**src/hlwp_pkg.sv**
```systemverilog
// Shared constants, codes and types of the core hotplug load window policy unit.
package hlwp_pkg;

   localparam int LOAD_RING_DEPTH = 25;
   localparam int TASK_RING_DEPTH = 25;

   localparam int LPOS_W  = $clog2(LOAD_RING_DEPTH);
   localparam int TPOS_W  = $clog2(TASK_RING_DEPTH);
   localparam int LCNT_W  = $clog2(LOAD_RING_DEPTH + 1);

   localparam int LOAD_W  = 7;
   localparam int FREQ_W  = 12;
   localparam int MS_W    = 16;
   localparam int TASKS_W = 8;
   localparam int CORES_W = 4;
   localparam int LF_W    = 20;
   localparam int TASK_W  = 15;
   localparam int LEVEL_W = 20;
   localparam int CSR_IDX_W  = 3;
   localparam int CSR_DATA_W = 20;

   localparam int TSUM_W = MS_W + LCNT_W;
   localparam int WSUM_W = LF_W + MS_W + LCNT_W;
   localparam int PROD_W = LEVEL_W + TSUM_W;

   localparam int BURST_SAMPLES = 5;
   localparam int TCNT_W  = $clog2(BURST_SAMPLES + 1);
   localparam int TSUM5_W = TASK_W + TCNT_W;

   localparam logic [MS_W-1:0]    SHORT_WINDOW_MS = MS_W'(1000);
   localparam logic [LOAD_W-1:0]  FULL_LOAD       = LOAD_W'(100);
   localparam logic [TASK_W-1:0]  TASK_SCALE      = TASK_W'(100);
   localparam logic [CORES_W-1:0] ONE_CORE        = CORES_W'(1);
   localparam logic [CORES_W-1:0] TWO_CORES       = CORES_W'(2);

   typedef enum logic [CSR_IDX_W-1:0] {
      CSR_IDLE_LEVEL  = 3'd0,
      CSR_DROP_LEVEL  = 3'd1,
      CSR_UP_FREQ     = 3'd2,
      CSR_UP_LOAD     = 3'd3,
      CSR_UP_TASK_AVG = 3'd4,
      CSR_BURST_TASK  = 3'd5,
      CSR_DOWN_TASK   = 3'd6,
      CSR_LONG_WINDOW = 3'd7
   } csr_index_type;

   // request to the window unit
   typedef struct packed {
      logic                start;
      logic [MS_W-1:0]     window;
      logic [LEVEL_W-1:0]  level;
   } win_cmd_type;

   // status from the window unit
   typedef struct packed {
      logic done;
      logic below;
   } win_stat_type;

endpackage

```
**src/hlwp_if.sv**
```systemverilog
// Channel interfaces: sample requests, decision responses, register writes.
interface hlwp_req_if import hlwp_pkg::*; ();
   logic               valid;
   logic               ready;
   logic [LOAD_W-1:0]  load_first;
   logic [LOAD_W-1:0]  load_second;
   logic [FREQ_W-1:0]  freq_mhz;
   logic [MS_W-1:0]    elapsed_ms;
   logic [TASKS_W-1:0] running_tasks;
   logic [CORES_W-1:0] online_cores;
   modport source (output valid, load_first, load_second, freq_mhz, elapsed_ms,
                   running_tasks, online_cores, input ready);
   modport sink   (input valid, load_first, load_second, freq_mhz, elapsed_ms,
                   running_tasks, online_cores, output ready);
endinterface

interface hlwp_rsp_if import hlwp_pkg::*; ();
   logic               valid;
   logic               ready;
   logic [CORES_W-1:0] needed_cores;
   logic               real_idle;
   modport source (output valid, needed_cores, real_idle, input ready);
   modport sink   (input valid, needed_cores, real_idle, output ready);
endinterface

interface hlwp_csr_if import hlwp_pkg::*; ();
   logic                  valid;
   logic                  ready;
   logic [CSR_IDX_W-1:0]  index;
   logic [CSR_DATA_W-1:0] data;
   modport source (output valid, index, data, input ready);
   modport sink   (input valid, index, data, output ready);
endinterface

```
**src/hlwp_window_unit.sv**
```systemverilog
// Shared multiply-accumulate unit: walks the load ring and compares the window average.
module hlwp_window_unit import hlwp_pkg::*; (
   input  logic               clock,
   input  logic               reset,
   input  win_cmd_type        cmd,
   input  logic [LPOS_W-1:0]  head,
   output logic [LPOS_W-1:0]  rd_addr,
   input  logic [LF_W-1:0]    rd_lf,
   input  logic [MS_W-1:0]    rd_ms,
   output win_stat_type       stat
);

   typedef enum logic [3:0] {
      U_IDLE = 4'b0001,
      U_WALK = 4'b0010,
      U_MUL  = 4'b0100,
      U_CMP  = 4'b1000
   } unit_state_type;

   unit_state_type       state_ff, state_in;
   logic [LPOS_W-1:0]    ptr_ff, ptr_in;
   logic [LCNT_W-1:0]    cnt_ff, cnt_in;
   logic [WSUM_W-1:0]    wsum_ff, wsum_in;
   logic [TSUM_W-1:0]    tsum_ff, tsum_in;
   logic [PROD_W-1:0]    prod_ff, prod_in;
   logic [MS_W-1:0]      window_ff, window_in;
   logic [LEVEL_W-1:0]   level_ff, level_in;
   logic [LF_W+MS_W-1:0] term;
   logic                 more;

   assign rd_addr = ptr_ff;
   assign term    = (LF_W+MS_W)'(rd_lf) * (LF_W+MS_W)'(rd_ms);
   assign more    = (tsum_ff < TSUM_W'(window_ff)) && (cnt_ff < LCNT_W'(LOAD_RING_DEPTH));

   always_comb begin
      state_in  = state_ff;
      ptr_in    = ptr_ff;
      cnt_in    = cnt_ff;
      wsum_in   = wsum_ff;
      tsum_in   = tsum_ff;
      prod_in   = prod_ff;
      window_in = window_ff;
      level_in  = level_ff;
      case (state_ff)
         U_IDLE: begin
            if (cmd.start) begin
               ptr_in    = head;
               cnt_in    = '0;
               wsum_in   = '0;
               tsum_in   = '0;
               window_in = cmd.window;
               level_in  = cmd.level;
               state_in  = U_WALK;
            end
         end
         U_WALK: begin
            if (more) begin
               wsum_in = wsum_ff + WSUM_W'(term);
               tsum_in = tsum_ff + TSUM_W'(rd_ms);
               ptr_in  = (ptr_ff == '0) ? LPOS_W'(LOAD_RING_DEPTH - 1) : ptr_ff - 1'b1;
               cnt_in  = cnt_ff + 1'b1;
            end else begin
               state_in = U_MUL;
            end
         end
         U_MUL: begin
            // avg < level  <=>  wsum < level * tsum
            prod_in  = PROD_W'(level_ff) * PROD_W'(tsum_ff);
            state_in = U_CMP;
         end
         U_CMP:   state_in = U_IDLE;
         default: state_in = U_IDLE;
      endcase
   end

   always_comb begin
      stat.done  = (state_ff == U_CMP);
      stat.below = (tsum_ff == '0) ? (level_ff != '0) : (WSUM_W'(wsum_ff) < WSUM_W'(prod_ff));
   end

   always_ff @(posedge clock) begin
      if (reset) begin
         state_ff <= U_IDLE;
      end else begin
         state_ff <= state_in;
      end
      ptr_ff    <= ptr_in;
      cnt_ff    <= cnt_in;
      wsum_ff   <= wsum_in;
      tsum_ff   <= tsum_in;
      prod_ff   <= prod_in;
      window_ff <= window_in;
      level_ff  <= level_in;
   end

endmodule

```
**src/core_hotplug_load_window_policy_unit.sv**
```systemverilog
// Top level of the core hotplug load window policy unit.
// One sample word in, one decision word out. Each accepted sample advances the
// load ring (only when elapsed_ms is nonzero) and the task ring, then walks the
// load ring newest first through one shared multiply-accumulate unit, once for
// the long_window_ms idle average and once for the 1000 ms drop average, then
// sums the newest five task entries. The long window walk visits 0 to 25 load
// entries and the 1000 ms walk visits 1 to 25; the two walks pass one after the
// other through the shared unit. req_ch.ready is high only while no sample is
// in work; a finished result waits in the output register while the next sample
// is taken. Register writes are taken at any time (csr_ch.ready is tied high)
// but belong only to idle periods. Rings and positions clear at reset; the
// first write after reset lands at position 1.
module core_hotplug_load_window_policy_unit import hlwp_pkg::*; (
   input  logic       clock,
   input  logic       reset,
   hlwp_req_if.sink   req_ch,
   hlwp_rsp_if.source rsp_ch,
   hlwp_csr_if.sink   csr_ch
);

   typedef enum logic [6:0] {
      ST_IDLE   = 7'b0000001,
      ST_LSTART = 7'b0000010,
      ST_LWAIT  = 7'b0000100,
      ST_SSTART = 7'b0001000,
      ST_SWAIT  = 7'b0010000,
      ST_TASKS  = 7'b0100000,
      ST_DECIDE = 7'b1000000
   } state_type;

   state_type state_ff, state_in;

   // configuration
   logic [LEVEL_W-1:0] idle_level_ff, drop_level_ff;
   logic [FREQ_W-1:0]  up_freq_ff;
   logic [LOAD_W-1:0]  up_load_ff;
   logic [TASK_W-1:0]  up_task_avg_ff, burst_task_ff, down_task_ff;
   logic [MS_W-1:0]    long_window_ff;

   // rings
   logic [LF_W-1:0]    lf_ring_ff   [LOAD_RING_DEPTH];
   logic [MS_W-1:0]    ms_ring_ff   [LOAD_RING_DEPTH];
   logic [TASK_W-1:0]  task_ring_ff [TASK_RING_DEPTH];
   logic [LPOS_W-1:0]  lpos_ff, lpos_next;
   logic [TPOS_W-1:0]  tpos_ff, tpos_next;

   // sample held during work
   logic [LOAD_W-1:0]  load0_ff;
   logic [FREQ_W-1:0]  freq_ff;
   logic [CORES_W-1:0] online_ff;
   logic [TASK_W-1:0]  task1_ff;
   logic               idle_ff, drop_ok_ff;

   // task sum walk
   logic [TPOS_W-1:0]  tptr_ff, tptr_in;
   logic [TCNT_W-1:0]  tcnt_ff, tcnt_in;
   logic [TSUM5_W-1:0] tsum5_ff, tsum5_in;

   // output register
   logic               rsp_valid_ff, rsp_valid_in;
   logic [CORES_W-1:0] rsp_need_ff, rsp_need_in;
   logic               rsp_idle_ff, rsp_idle_in;

   logic               accept, load_out;
   logic [LOAD_W:0]    load_sum;
   logic [LF_W-1:0]    lf_new;
   logic [TASK_W-1:0]  task_new;
   logic [CORES_W-1:0] need;
   logic               up_rule, burst_rule, down_rule;

   win_cmd_type        win_cmd;
   win_stat_type       win_stat;
   logic [LPOS_W-1:0]  win_addr;

   hlwp_window_unit u_window (
      .clock   (clock),
      .reset   (reset),
      .cmd     (win_cmd),
      .head    (lpos_ff),
      .rd_addr (win_addr),
      .rd_lf   (lf_ring_ff[win_addr]),
      .rd_ms   (ms_ring_ff[win_addr]),
      .stat    (win_stat)
   );

   assign accept       = req_ch.valid && req_ch.ready;
   assign req_ch.ready = (state_ff == ST_IDLE);
   assign csr_ch.ready = 1'b1;

   assign rsp_ch.valid        = rsp_valid_ff;
   assign rsp_ch.needed_cores = rsp_need_ff;
   assign rsp_ch.real_idle    = rsp_idle_ff;

   assign load_sum  = (LOAD_W+1)'(req_ch.load_first) + (LOAD_W+1)'(req_ch.load_second);
   assign lf_new    = LF_W'(load_sum) * LF_W'(req_ch.freq_mhz);
   assign task_new  = TASK_W'(req_ch.running_tasks) * TASK_SCALE;
   assign lpos_next = (lpos_ff == LPOS_W'(LOAD_RING_DEPTH - 1)) ? '0 : lpos_ff + 1'b1;
   assign tpos_next = (tpos_ff == TPOS_W'(TASK_RING_DEPTH - 1)) ? '0 : tpos_ff + 1'b1;

   // window unit requests
   always_comb begin
      win_cmd.start  = (state_ff == ST_LSTART) || (state_ff == ST_SSTART);
      win_cmd.window = (state_ff == ST_SSTART) ? SHORT_WINDOW_MS : long_window_ff;
      win_cmd.level  = (state_ff == ST_SSTART) ? drop_level_ff : idle_level_ff;
   end

   // decision rules; average comparisons are done without division
   always_comb begin
      up_rule    = (freq_ff >= up_freq_ff) && (load0_ff >= up_load_ff) &&
                   (tsum5_ff >= TSUM5_W'(up_task_avg_ff) * TSUM5_W'(BURST_SAMPLES));
      burst_rule = (load0_ff == FULL_LOAD) && (task1_ff >= burst_task_ff);
      down_rule  = (task1_ff <= down_task_ff) && (load0_ff < FULL_LOAD) && drop_ok_ff;
      need = online_ff;
      if (online_ff == ONE_CORE) begin
         if (up_rule || burst_rule) need = TWO_CORES;
      end else if (online_ff == TWO_CORES) begin
         if (down_rule) need = ONE_CORE;
      end
   end

   assign load_out = (state_ff == ST_DECIDE) && (!rsp_valid_ff || rsp_ch.ready);

   always_comb begin
      state_in = state_ff;
      tptr_in  = tptr_ff;
      tcnt_in  = tcnt_ff;
      tsum5_in = tsum5_ff;
      case (state_ff)
         ST_IDLE: begin
            if (accept) begin
               tptr_in  = tpos_next;
               tcnt_in  = '0;
               tsum5_in = '0;
               state_in = ST_LSTART;
            end
         end
         ST_LSTART: state_in = ST_LWAIT;
         ST_LWAIT:  if (win_stat.done) state_in = ST_SSTART;
         ST_SSTART: state_in = ST_SWAIT;
         ST_SWAIT:  if (win_stat.done) state_in = ST_TASKS;
         ST_TASKS: begin
            tsum5_in = tsum5_ff + TSUM5_W'(task_ring_ff[tptr_ff]);
            tptr_in  = (tptr_ff == '0) ? TPOS_W'(TASK_RING_DEPTH - 1) : tptr_ff - 1'b1;
            tcnt_in  = tcnt_ff + 1'b1;
            if (tcnt_ff == TCNT_W'(BURST_SAMPLES - 1)) state_in = ST_DECIDE;
         end
         ST_DECIDE: if (load_out) state_in = ST_IDLE;
         default:   state_in = ST_IDLE;
      endcase
   end

   always_comb begin
      rsp_valid_in = rsp_valid_ff && !rsp_ch.ready;
      rsp_need_in  = rsp_need_ff;
      rsp_idle_in  = rsp_idle_ff;
      if (load_out) begin
         rsp_valid_in = 1'b1;
         rsp_need_in  = need;
         rsp_idle_in  = idle_ff;
      end
   end

   always_ff @(posedge clock) begin
      if (reset) begin
         state_ff       <= ST_IDLE;
         rsp_valid_ff   <= 1'b0;
         lpos_ff        <= '0;
         tpos_ff        <= '0;
         idle_level_ff  <= LEVEL_W'(9152);
         drop_level_ff  <= LEVEL_W'(5720);
         up_freq_ff     <= FREQ_W'(676);
         up_load_ff     <= LOAD_W'(50);
         up_task_avg_ff <= TASK_W'(150);
         burst_task_ff  <= TASK_W'(1000);
         down_task_ff   <= TASK_W'(200);
         long_window_ff <= MS_W'(5000);
         for (int i = 0; i < LOAD_RING_DEPTH; i++) begin
            lf_ring_ff[i] <= '0;
            ms_ring_ff[i] <= '0;
         end
         for (int i = 0; i < TASK_RING_DEPTH; i++) begin
            task_ring_ff[i] <= '0;
         end
      end else begin
         state_ff     <= state_in;
         rsp_valid_ff <= rsp_valid_in;
         if (accept) begin
            if (req_ch.elapsed_ms != '0) begin
               lpos_ff              <= lpos_next;
               lf_ring_ff[lpos_next] <= lf_new;
               ms_ring_ff[lpos_next] <= req_ch.elapsed_ms;
            end
            tpos_ff                 <= tpos_next;
            task_ring_ff[tpos_next] <= task_new;
         end
         if (csr_ch.valid && csr_ch.ready) begin
            case (csr_index_type'(csr_ch.index))
               CSR_IDLE_LEVEL:  idle_level_ff  <= LEVEL_W'(csr_ch.data);
               CSR_DROP_LEVEL:  drop_level_ff  <= LEVEL_W'(csr_ch.data);
               CSR_UP_FREQ:     up_freq_ff     <= FREQ_W'(csr_ch.data);
               CSR_UP_LOAD:     up_load_ff     <= LOAD_W'(csr_ch.data);
               CSR_UP_TASK_AVG: up_task_avg_ff <= TASK_W'(csr_ch.data);
               CSR_BURST_TASK:  burst_task_ff  <= TASK_W'(csr_ch.data);
               CSR_DOWN_TASK:   down_task_ff   <= TASK_W'(csr_ch.data);
               CSR_LONG_WINDOW: long_window_ff <= MS_W'(csr_ch.data);
               default: ;
            endcase
         end
      end
      if (accept) begin
         load0_ff  <= req_ch.load_first;
         freq_ff   <= req_ch.freq_mhz;
         online_ff <= req_ch.online_cores;
         task1_ff  <= task_new;
      end
      if (state_ff == ST_LWAIT && win_stat.done) idle_ff    <= win_stat.below;
      if (state_ff == ST_SWAIT && win_stat.done) drop_ok_ff <= win_stat.below;
      tptr_ff     <= tptr_in;
      tcnt_ff     <= tcnt_in;
      tsum5_ff    <= tsum5_in;
      rsp_need_ff <= rsp_need_in;
      rsp_idle_ff <= rsp_idle_in;
   end

   // ring positions never leave the ring
   a_pos_range: assert property (@(posedge clock) disable iff (reset)
      (lpos_ff < LPOS_W'(LOAD_RING_DEPTH)) && (tpos_ff < TPOS_W'(TASK_RING_DEPTH)))
      else $error("ring position out of range");

   // an accepted sample always starts the long-window walk
   a_start_walk: assert property (@(posedge clock) disable iff (reset)
      accept |=> (state_ff == ST_LSTART))
      else $error("sample accepted without starting the walk");

   // a decided result waits while the output register is still occupied
   a_hold_decide: assert property (@(posedge clock) disable iff (reset)
      (state_ff == ST_DECIDE && rsp_valid_ff && !rsp_ch.ready)
      |=> (state_ff == ST_DECIDE) && rsp_valid_ff && $stable(rsp_need_ff))
      else $error("result overwritten while pending");

   // the window unit reports only while the sequencer is waiting on it
   a_done_wait: assert property (@(posedge clock) disable iff (reset)
      win_stat.done |-> (state_ff == ST_LWAIT || state_ff == ST_SWAIT))
      else $error("window unit finished outside a wait state");

endmodule
```
**src/flat_wrapper.sv**
```systemverilog
// flat-port wrapper written by rule: the top's interface ports become plain ports
module core_hotplug_load_window_policy_unit_flat import hlwp_pkg::*;
  (clock, reset, req_ch_valid, req_ch_load_first, req_ch_load_second, req_ch_freq_mhz, req_ch_elapsed_ms, req_ch_running_tasks, req_ch_online_cores, req_ch_ready, rsp_ch_valid, rsp_ch_needed_cores, rsp_ch_real_idle, rsp_ch_ready, csr_ch_valid, csr_ch_index, csr_ch_data, csr_ch_ready);
  hlwp_req_if req_ch_i ();
  hlwp_rsp_if rsp_ch_i ();
  hlwp_csr_if csr_ch_i ();
  input  logic clock;
  input  logic reset;
  input wire logic [$bits(req_ch_i.valid)-1:0] req_ch_valid;
  input wire logic [$bits(req_ch_i.load_first)-1:0] req_ch_load_first;
  input wire logic [$bits(req_ch_i.load_second)-1:0] req_ch_load_second;
  input wire logic [$bits(req_ch_i.freq_mhz)-1:0] req_ch_freq_mhz;
  input wire logic [$bits(req_ch_i.elapsed_ms)-1:0] req_ch_elapsed_ms;
  input wire logic [$bits(req_ch_i.running_tasks)-1:0] req_ch_running_tasks;
  input wire logic [$bits(req_ch_i.online_cores)-1:0] req_ch_online_cores;
  output wire logic [$bits(req_ch_i.ready)-1:0] req_ch_ready;
  output wire logic [$bits(rsp_ch_i.valid)-1:0] rsp_ch_valid;
  output wire logic [$bits(rsp_ch_i.needed_cores)-1:0] rsp_ch_needed_cores;
  output wire logic [$bits(rsp_ch_i.real_idle)-1:0] rsp_ch_real_idle;
  input wire logic [$bits(rsp_ch_i.ready)-1:0] rsp_ch_ready;
  input wire logic [$bits(csr_ch_i.valid)-1:0] csr_ch_valid;
  input wire logic [$bits(csr_ch_i.index)-1:0] csr_ch_index;
  input wire logic [$bits(csr_ch_i.data)-1:0] csr_ch_data;
  output wire logic [$bits(csr_ch_i.ready)-1:0] csr_ch_ready;
  assign req_ch_i.valid = req_ch_valid;
  assign req_ch_i.load_first = req_ch_load_first;
  assign req_ch_i.load_second = req_ch_load_second;
  assign req_ch_i.freq_mhz = req_ch_freq_mhz;
  assign req_ch_i.elapsed_ms = req_ch_elapsed_ms;
  assign req_ch_i.running_tasks = req_ch_running_tasks;
  assign req_ch_i.online_cores = req_ch_online_cores;
  assign req_ch_ready = req_ch_i.ready;
  assign rsp_ch_valid = rsp_ch_i.valid;
  assign rsp_ch_needed_cores = rsp_ch_i.needed_cores;
  assign rsp_ch_real_idle = rsp_ch_i.real_idle;
  assign rsp_ch_i.ready = rsp_ch_ready;
  assign csr_ch_i.valid = csr_ch_valid;
  assign csr_ch_i.index = csr_ch_index;
  assign csr_ch_i.data = csr_ch_data;
  assign csr_ch_ready = csr_ch_i.ready;
  core_hotplug_load_window_policy_unit u_core (.clock(clock), .reset(reset), .req_ch(req_ch_i), .rsp_ch(rsp_ch_i), .csr_ch(csr_ch_i));
endmodule
```
**config.mk**
```make
export PLATFORM = sky130hd
export DESIGN_NAME = core_hotplug_load_window_policy_unit_flat
export DESIGN_NICKNAME = d
export VERILOG_FILES = /design/src/hlwp_pkg.sv /design/src/hlwp_if.sv /design/src/hlwp_window_unit.sv /design/src/core_hotplug_load_window_policy_unit.sv /design/src/flat_wrapper.sv
export SDC_FILE = /design/constraint.sdc
export NUM_CORES = 2
export LEC_CHECK = 0
export BUFFER_PORTS_ARGS = -buffer_cell sky130_fd_sc_hd__buf_2
export CORE_MARGIN = 3
export CORE_UTILIZATION = 60
export DETAILED_ROUTE_END_ITERATION = 12
export GPL_ROUTABILITY_DRIVEN = 0
export PLACE_DENSITY = 0.87
export SYNTH_ARGS = -nofsm -noshare
export SYNTH_HDL_FRONTEND = slang
export SYNTH_HIERARCHICAL = 1
export SYNTH_SLANG_ARGS = --single-unit
```
**constraint.sdc**
```tcl
create_clock -name clock -period 11.9 [get_ports clock]
set_clock_uncertainty 0.1 [all_clocks]
set_input_delay 1.785 -clock clock [delete_from_list [all_inputs] [get_ports clock]]
set_output_delay 1.785 -clock clock [all_outputs]
set_load 0.05 [all_outputs]
```
# Word level (Yosys, flattened, before mapping)
# Memories as Yosys holds them, arrays and structs flattened. A register that Yosys moved wholly into a read port is not among the register bits.
# Cells that the tools add are included.
[word_totals]
register_bits = 360
ram_bits = 1225
input_bits = 82
output_inout_bits = 8
wordCells = 190
memories = 3
[memory_table]
columns = ["name", "depth", "word_bits", "rd", "rd_clocked_by_memory_dff", "wr", "line_no", "rtl"]
rows = [
  ["u_core.lf_ring_ff", 25, 20, 1, 1, 25, "core_hotplug_load_window_policy_unit.sv:41", "logic [LF_W-1:0] lf_ring_ff [LOAD_RING_DEPTH];"],
  ["u_core.ms_ring_ff", 25, 16, 1, 1, 25, "core_hotplug_load_window_policy_unit.sv:42", "logic [MS_W-1:0] ms_ring_ff [LOAD_RING_DEPTH];"],
  ["u_core.task_ring_ff", 25, 13, 1, 1, 25, "core_hotplug_load_window_policy_unit.sv:43", "logic [TASK_W-1:0] task_ring_ff [TASK_RING_DEPTH];"],
]
[op_classes]
add_sub_neg = 10
mul = 5
magnitude_cmp = 9
eq_ne = 32
n_mux = 59
reduce_logical = 41
[ops]
columns = ["cell", "count"]
rows = [
  ["41-bit 2-to-1 mux", 2],
  ["41-bit one-hot mux with 2 select lines", 1],
  ["5-bit 2-to-1 mux", 15],
  ["7-bit one-hot mux with 7 select lines", 1],
  ["21-bit 2-to-1 mux", 2],
  ["21-bit one-hot mux with 2 select lines", 1],
  ["41-bit by 36-bit adder with 41-bit output", 1],
  ["41-bit less-than comparator", 1],
  ["20-bit by 21-bit multiplier with 41-bit output", 1],
  ["20-bit 2-to-1 mux", 2],
  ["20-bit by 16-bit multiplier with 36-bit output", 1],
  ["18-bit one-hot mux with 2 select lines", 1],
  ["7-bit 2-to-1 mux", 5],
  ["5-bit one-hot mux with 2 select lines", 3],
  ["4-bit 2-to-1 mux", 6],
  ["2-bit AND reduction", 12],
  ["21-bit by 16-bit adder with 21-bit output", 1],
  ["21-bit zero test", 1],
  ["21-bit by 16-bit less-than comparator with 1-bit output", 1],
  ["8-bit by 12-bit multiplier with 20-bit output", 1],
  ["20-bit nonzero test", 1],
  ["20-bit OR reduction", 1],
  ["18-bit by 15-bit adder with 18-bit output", 1],
  ["18-bit greater-or-equal comparator", 1],
  ["other kinds (47)", 93],
]

# Longest topological paths before layout
[logic_depth]
word_depth = 7
depth_mapped = 29
ltp_nobuf = 26

# Hierarchy
# The synthesis kept the hierarchy.
[by_module_without_submodules]
columns = ["mod", "instances", "cells_each", "area_per_inst_um2", "seq_area_each_um2"]
rows = [
  ["core_hotplug_load_window_policy_unit", 1, 5643, 82750.6, 51959.8],
  ["hlwp_window_unit", 1, 3636, 33343.2, 4554.4],
]

# Worst setup path before layout
# No wires, ideal clock.
[synth_path]
kind = "reg2reg"
from = "register u_core/u_window/rd_addr[1] (netlist name)"
to = "register u_core.u_window.wsum_ff[40] (data pin)"
setup_time_ns = 0.271
arrival_ns = 7.538
required_ns = 11.529
setup_slack_ns = 3.991
path_stages_with_launch = 27
n_path_buf = 4
period_less_slack_ns = 7.909
path_cell_list = "edfxtp_1 clkbuf_1 clkbuf_1 buf_1 mux4_2 mux4_2 mux2_2 clkbuf_1 nand2_1 fa_1 inv_1 fa_1 fa_1 inv_1 fa_1 inv_1 fa_1 fa_1 ha_1 nand4_1 nor4_1 nor2_1 a2111o_1 a31o_2 a21oi_4 mux2i_1 a31oi_1"
[synth_lines]
columns = ["element", "line_no", "rtl"]
rows = [
  ["end signal: assignment", "hlwp_window_unit.sv:89", "wsum_ff <= wsum_in;"],
  ["end: declaration", "hlwp_window_unit.sv:23", "logic [WSUM_W-1:0] wsum_ff, wsum_in;"],
]

==> impl_results.md <==
* Status: finished, final reports clean
* Initial core utilization at 60.7%
* Critical path's largest stage delay at 1.02 ns
* Synth Register Bits at 1,931
* Die H at 446 µm
* Hold Fails Final Rpt at 0
* Count of final setup violators at 0
* Clk Latency, worst-skew pair at 0.87 ns
* Crit-path slowest cell: xor2_2
* Via density at 6.78
* Worst flop-to-flop path startpoint: u_core/u_window/rd_addr[1]$_DFFE_PP_
* Detailed Routing Iterations Pass 1 at 10
* CTS sink count at 1,931
* Sum Neg Setup Slack at 0 ns
* Fin nets at 10,400
* Rows at 160
* DR DRC count at 0
* Synth unique cells at 99
* Static Leak at 52.2 nW
* Cts bufs inserted at 180
* Total Power at 0.0263 W
* HPWL Detailed at 192,000 µm
* Max Cap Viol at 0
* DR WL/cell at 28.0 µm
* WHS Endpoint: u_core/long_window_ff[14]$_SDFFE_PP0P_
* DR vias at 79,700
* Crit. End Element: flop
* Global routing usage on met3 at 9.48%
* PostCTS Resize Cnt at 0
* Slew Limit Fails at 0
* Syn_area_per_cell at 12.5 µm²
* Area Overhead vs Synth at 7.40%
* Worst Hold Depth at 2
* Syn. warnings at 6
* Grt met1 use at 41.1%
* Layout cells sized above 1 at 12.8%
* Commonest non-fill, non-tap cells in the layout: 1,784 x edfxtp_1, 1,078 x inv_1, 823 x nand2_1
* Gr usage total at 33.3%
* Cell Area, Synth at 0.116 mm²
* P per Cell Area at 211 mW/mm²
* Syn Nets at 10,600
* Worst Path Max Fanout at 26
* CP Class: in2reg
* Relative slew slack at 7.33%
* First-pass GRT wire length at 499,000 µm
* DIE WIDTH at 446 µm
* Place WS at 2.19 ns
* Largest net degree at the start of global routing at 110
* Finished Core Util at 65.2%
* Initial drt markers at 12,400
* Routed Antenna Nets at 0
* Final setup margin at 2.37 ns
* Final Cycle Share at 80.1%
* CTS tree: yes
* Slew @ Worst Pin at 1.39 ns
* Core Region at 0.191 mm²
* Number of flops mapped to enable cells by yosys at 1,784
* VDD IR max at 0.453 mV
* Worst hold path type: reg2reg
* R2r endpoint: u_core/u_window/wsum_ff[39]$_SDFFCE_PP0P_
* Vias in the first global route at 83,400
* R2R Setup Slk at 2.52 ns
* Most used cell, CP: fa_1
* Grt peak-use layer: met2
* Worst-case reg-to-reg path depth at 24
* Worst Hold Launch: u_core/long_window_ff[14]$_SDFFE_PP0P_
* Placed Cells at 11,400
* Maximum clock frequency at 105 MHz
* Data arrival, critical path at 9.95 ns
* I/O pin cnt at 90
* Initial antenna violation count at 17
* Finished Layout Cells at 11,800
* # port buffers at 88
* Gr ovfl total at 0
* Worst-path clk slew at 0.07 ns
* Met2 Use GR at 52.7%
* Cts hold-fix bufs at 0
* Clock root buffer: clkbuf_16
* Unrepaired setup endpoints after global routing: no
* FFs w/ async S/R, synth at 0%
* Seq/Total Area, Yosys at 48.7%
* Min cycle time layout at 9.53 ns
* Post-CTS setup buffer count at 0
* Commonest non-fill, non-tap cell in the layout: edfxtp_1
* Critical path launch point type: input pin
* H-tree depth at 4
* Die area at 0.199 mm²
* Synth Flop Type: edfxtp_1
* CTS max path bufs at 3
* Critical path required time at 12.32 ns
* Gate count of the mapped netlist at 9,279
* WL final at 329,000 µm
-- sequential cells by signal, summed over array words and instances, names as in the netlist, 15 cells and up, named ones only --
signal / cells
u_core/lf_ring_ff: 640
u_core/ms_ring_ff: 512
u_core/task_ring_ff: 416
u_core/u_window/prod_ff: 41
u_core/u_window/wsum_ff: 41
u_core/u_window/tsum_ff: 21
u_core/drop_level_ff: 20
u_core/idle_level_ff: 20
u_core/u_window/level_ff: 20
u_core/long_window_ff: 16
u_core/tsum5_ff: 16
u_core/u_window/window_ff: 16
u_core/burst_task_ff: 15
u_core/down_task_ff: 15
u_core/up_task_avg_ff: 15
-- worst max-delay path, delay by kind of cell --
family	cells	cell delay [ns]
adders and majority gates	7	3.13
xor gates and xnor gates	2	1.83
AOI/OAI and AO/OA	8	2.11
and+or+nand+nor	3	0.47
buffers and inverters	5	0.59
-- area by class of cell --
cell class / count / area, µm²
Clock inverter: 111 / 1280
Inverter: 1079 / 4050
Fill cell: 12000 / 66500
Sequential cell: 1931 / 56500
Multi-Input combinational cell: 5661 / 53400
Timing Repair Buffer: 228 / 1570
Clock buffer: 221 / 4720
Antenna cell: 16 / 40.0
Tap cell: 2511 / 3140
-- per-layer routing --
metal  vias up  share of wire [%]
met5         -              0.033
met4         8                7.4
met3      1849                 14
met2      7426                 47
met1     38700                 31
li1      31700                  -
-- power breakdown --
group          internal [W]  switching, W  total, W
Sequential          0.00822      0.000158   0.00838
Combinational       0.00402       0.00797    0.0120
Clock               0.00331       0.00267   0.00598
-- synthesized netlist by cell type, types with 23 or more instances --
cell type  count  area share, %
buf_2         97           0.42
and2_1       436            2.3
and3_1       614            3.3
clkbuf_2      23          0.099
nand2b_1      97           0.52
mux4_2       490            9.5
nand4_1       30           0.16
a21oi_1      257            1.1
clkbuf_1     440            1.4
ha_1         524            5.6
inv_1       1078            3.5
a211oi_1      25           0.16
nor2_1       806            2.6
o21ai_0      109           0.47
nor2b_1       39           0.21
mux2_2        69           0.67
edfxtp_1    1784             46
nand3b_1      26           0.17
nand3_1       48           0.21
xor2_1        58           0.44
a21o_1        80           0.52
buf_1         31           0.10
fa_1         691             12
nand2_1      824            2.7
xnor2_1       71           0.54
nor3_1        49           0.21
dfxtp_1      147            2.5
-- worst max path at each step --
stage	startpoint	endpoint	slack, ns	depth (start not counted)
after global routing	req_ch_load_first[0]	u_core/lf_ring_ff[29][18]$_DFFE_PP_	2.25	25
final	req_ch_load_first[0]	u_core/lf_ring_ff[29][18]$_DFFE_PP_	2.37	25
after floorplan	u_core/u_window/rd_addr[1]$_DFFE_PP_	u_core/u_window/wsum_ff[40]$_SDFFCE_PP0P_	3.99	26
after CTS	req_ch_load_first[0]	u_core/lf_ring_ff[29][18]$_DFFE_PP_	2.70	25
after detailed placement	req_ch_load_first[0]	u_core/lf_ring_ff[30][18]$_DFFE_PP_	2.19	25
after global placement	req_ch_load_first[0]	u_core/lf_ring_ff[25][18]$_DFFE_PP_	2.51	25
-- through the flow --
step           area (µm²)  hold slack (ns)
2_1_floorplan      116000            0.300
3_3_place_gp       119000            0.332
3_5_place_dp       119000            0.344
4_1_cts            125000            0.352
5_1_grt            125000            0.372
6_report           125000            0.354
-- kinds of logic (layout without fill, tap and decap cells) --
logic type	after synthesis	in the layout	share of synthesized area [%]
xor gates and xnor gates	132	132	1.02
DFF	1931	1931	48.7
buffers and inverters	1687	1639	5.66
other	1	17	0.00323
adders and majority gates	1215	1215	17.6
AOI/OAI and AO/OA	664	664	3.61
and+or+nand+nor	3079	3079	13.2
muxes	570	570	10.3
Note: power is estimated with default switching activity, not from simulation.
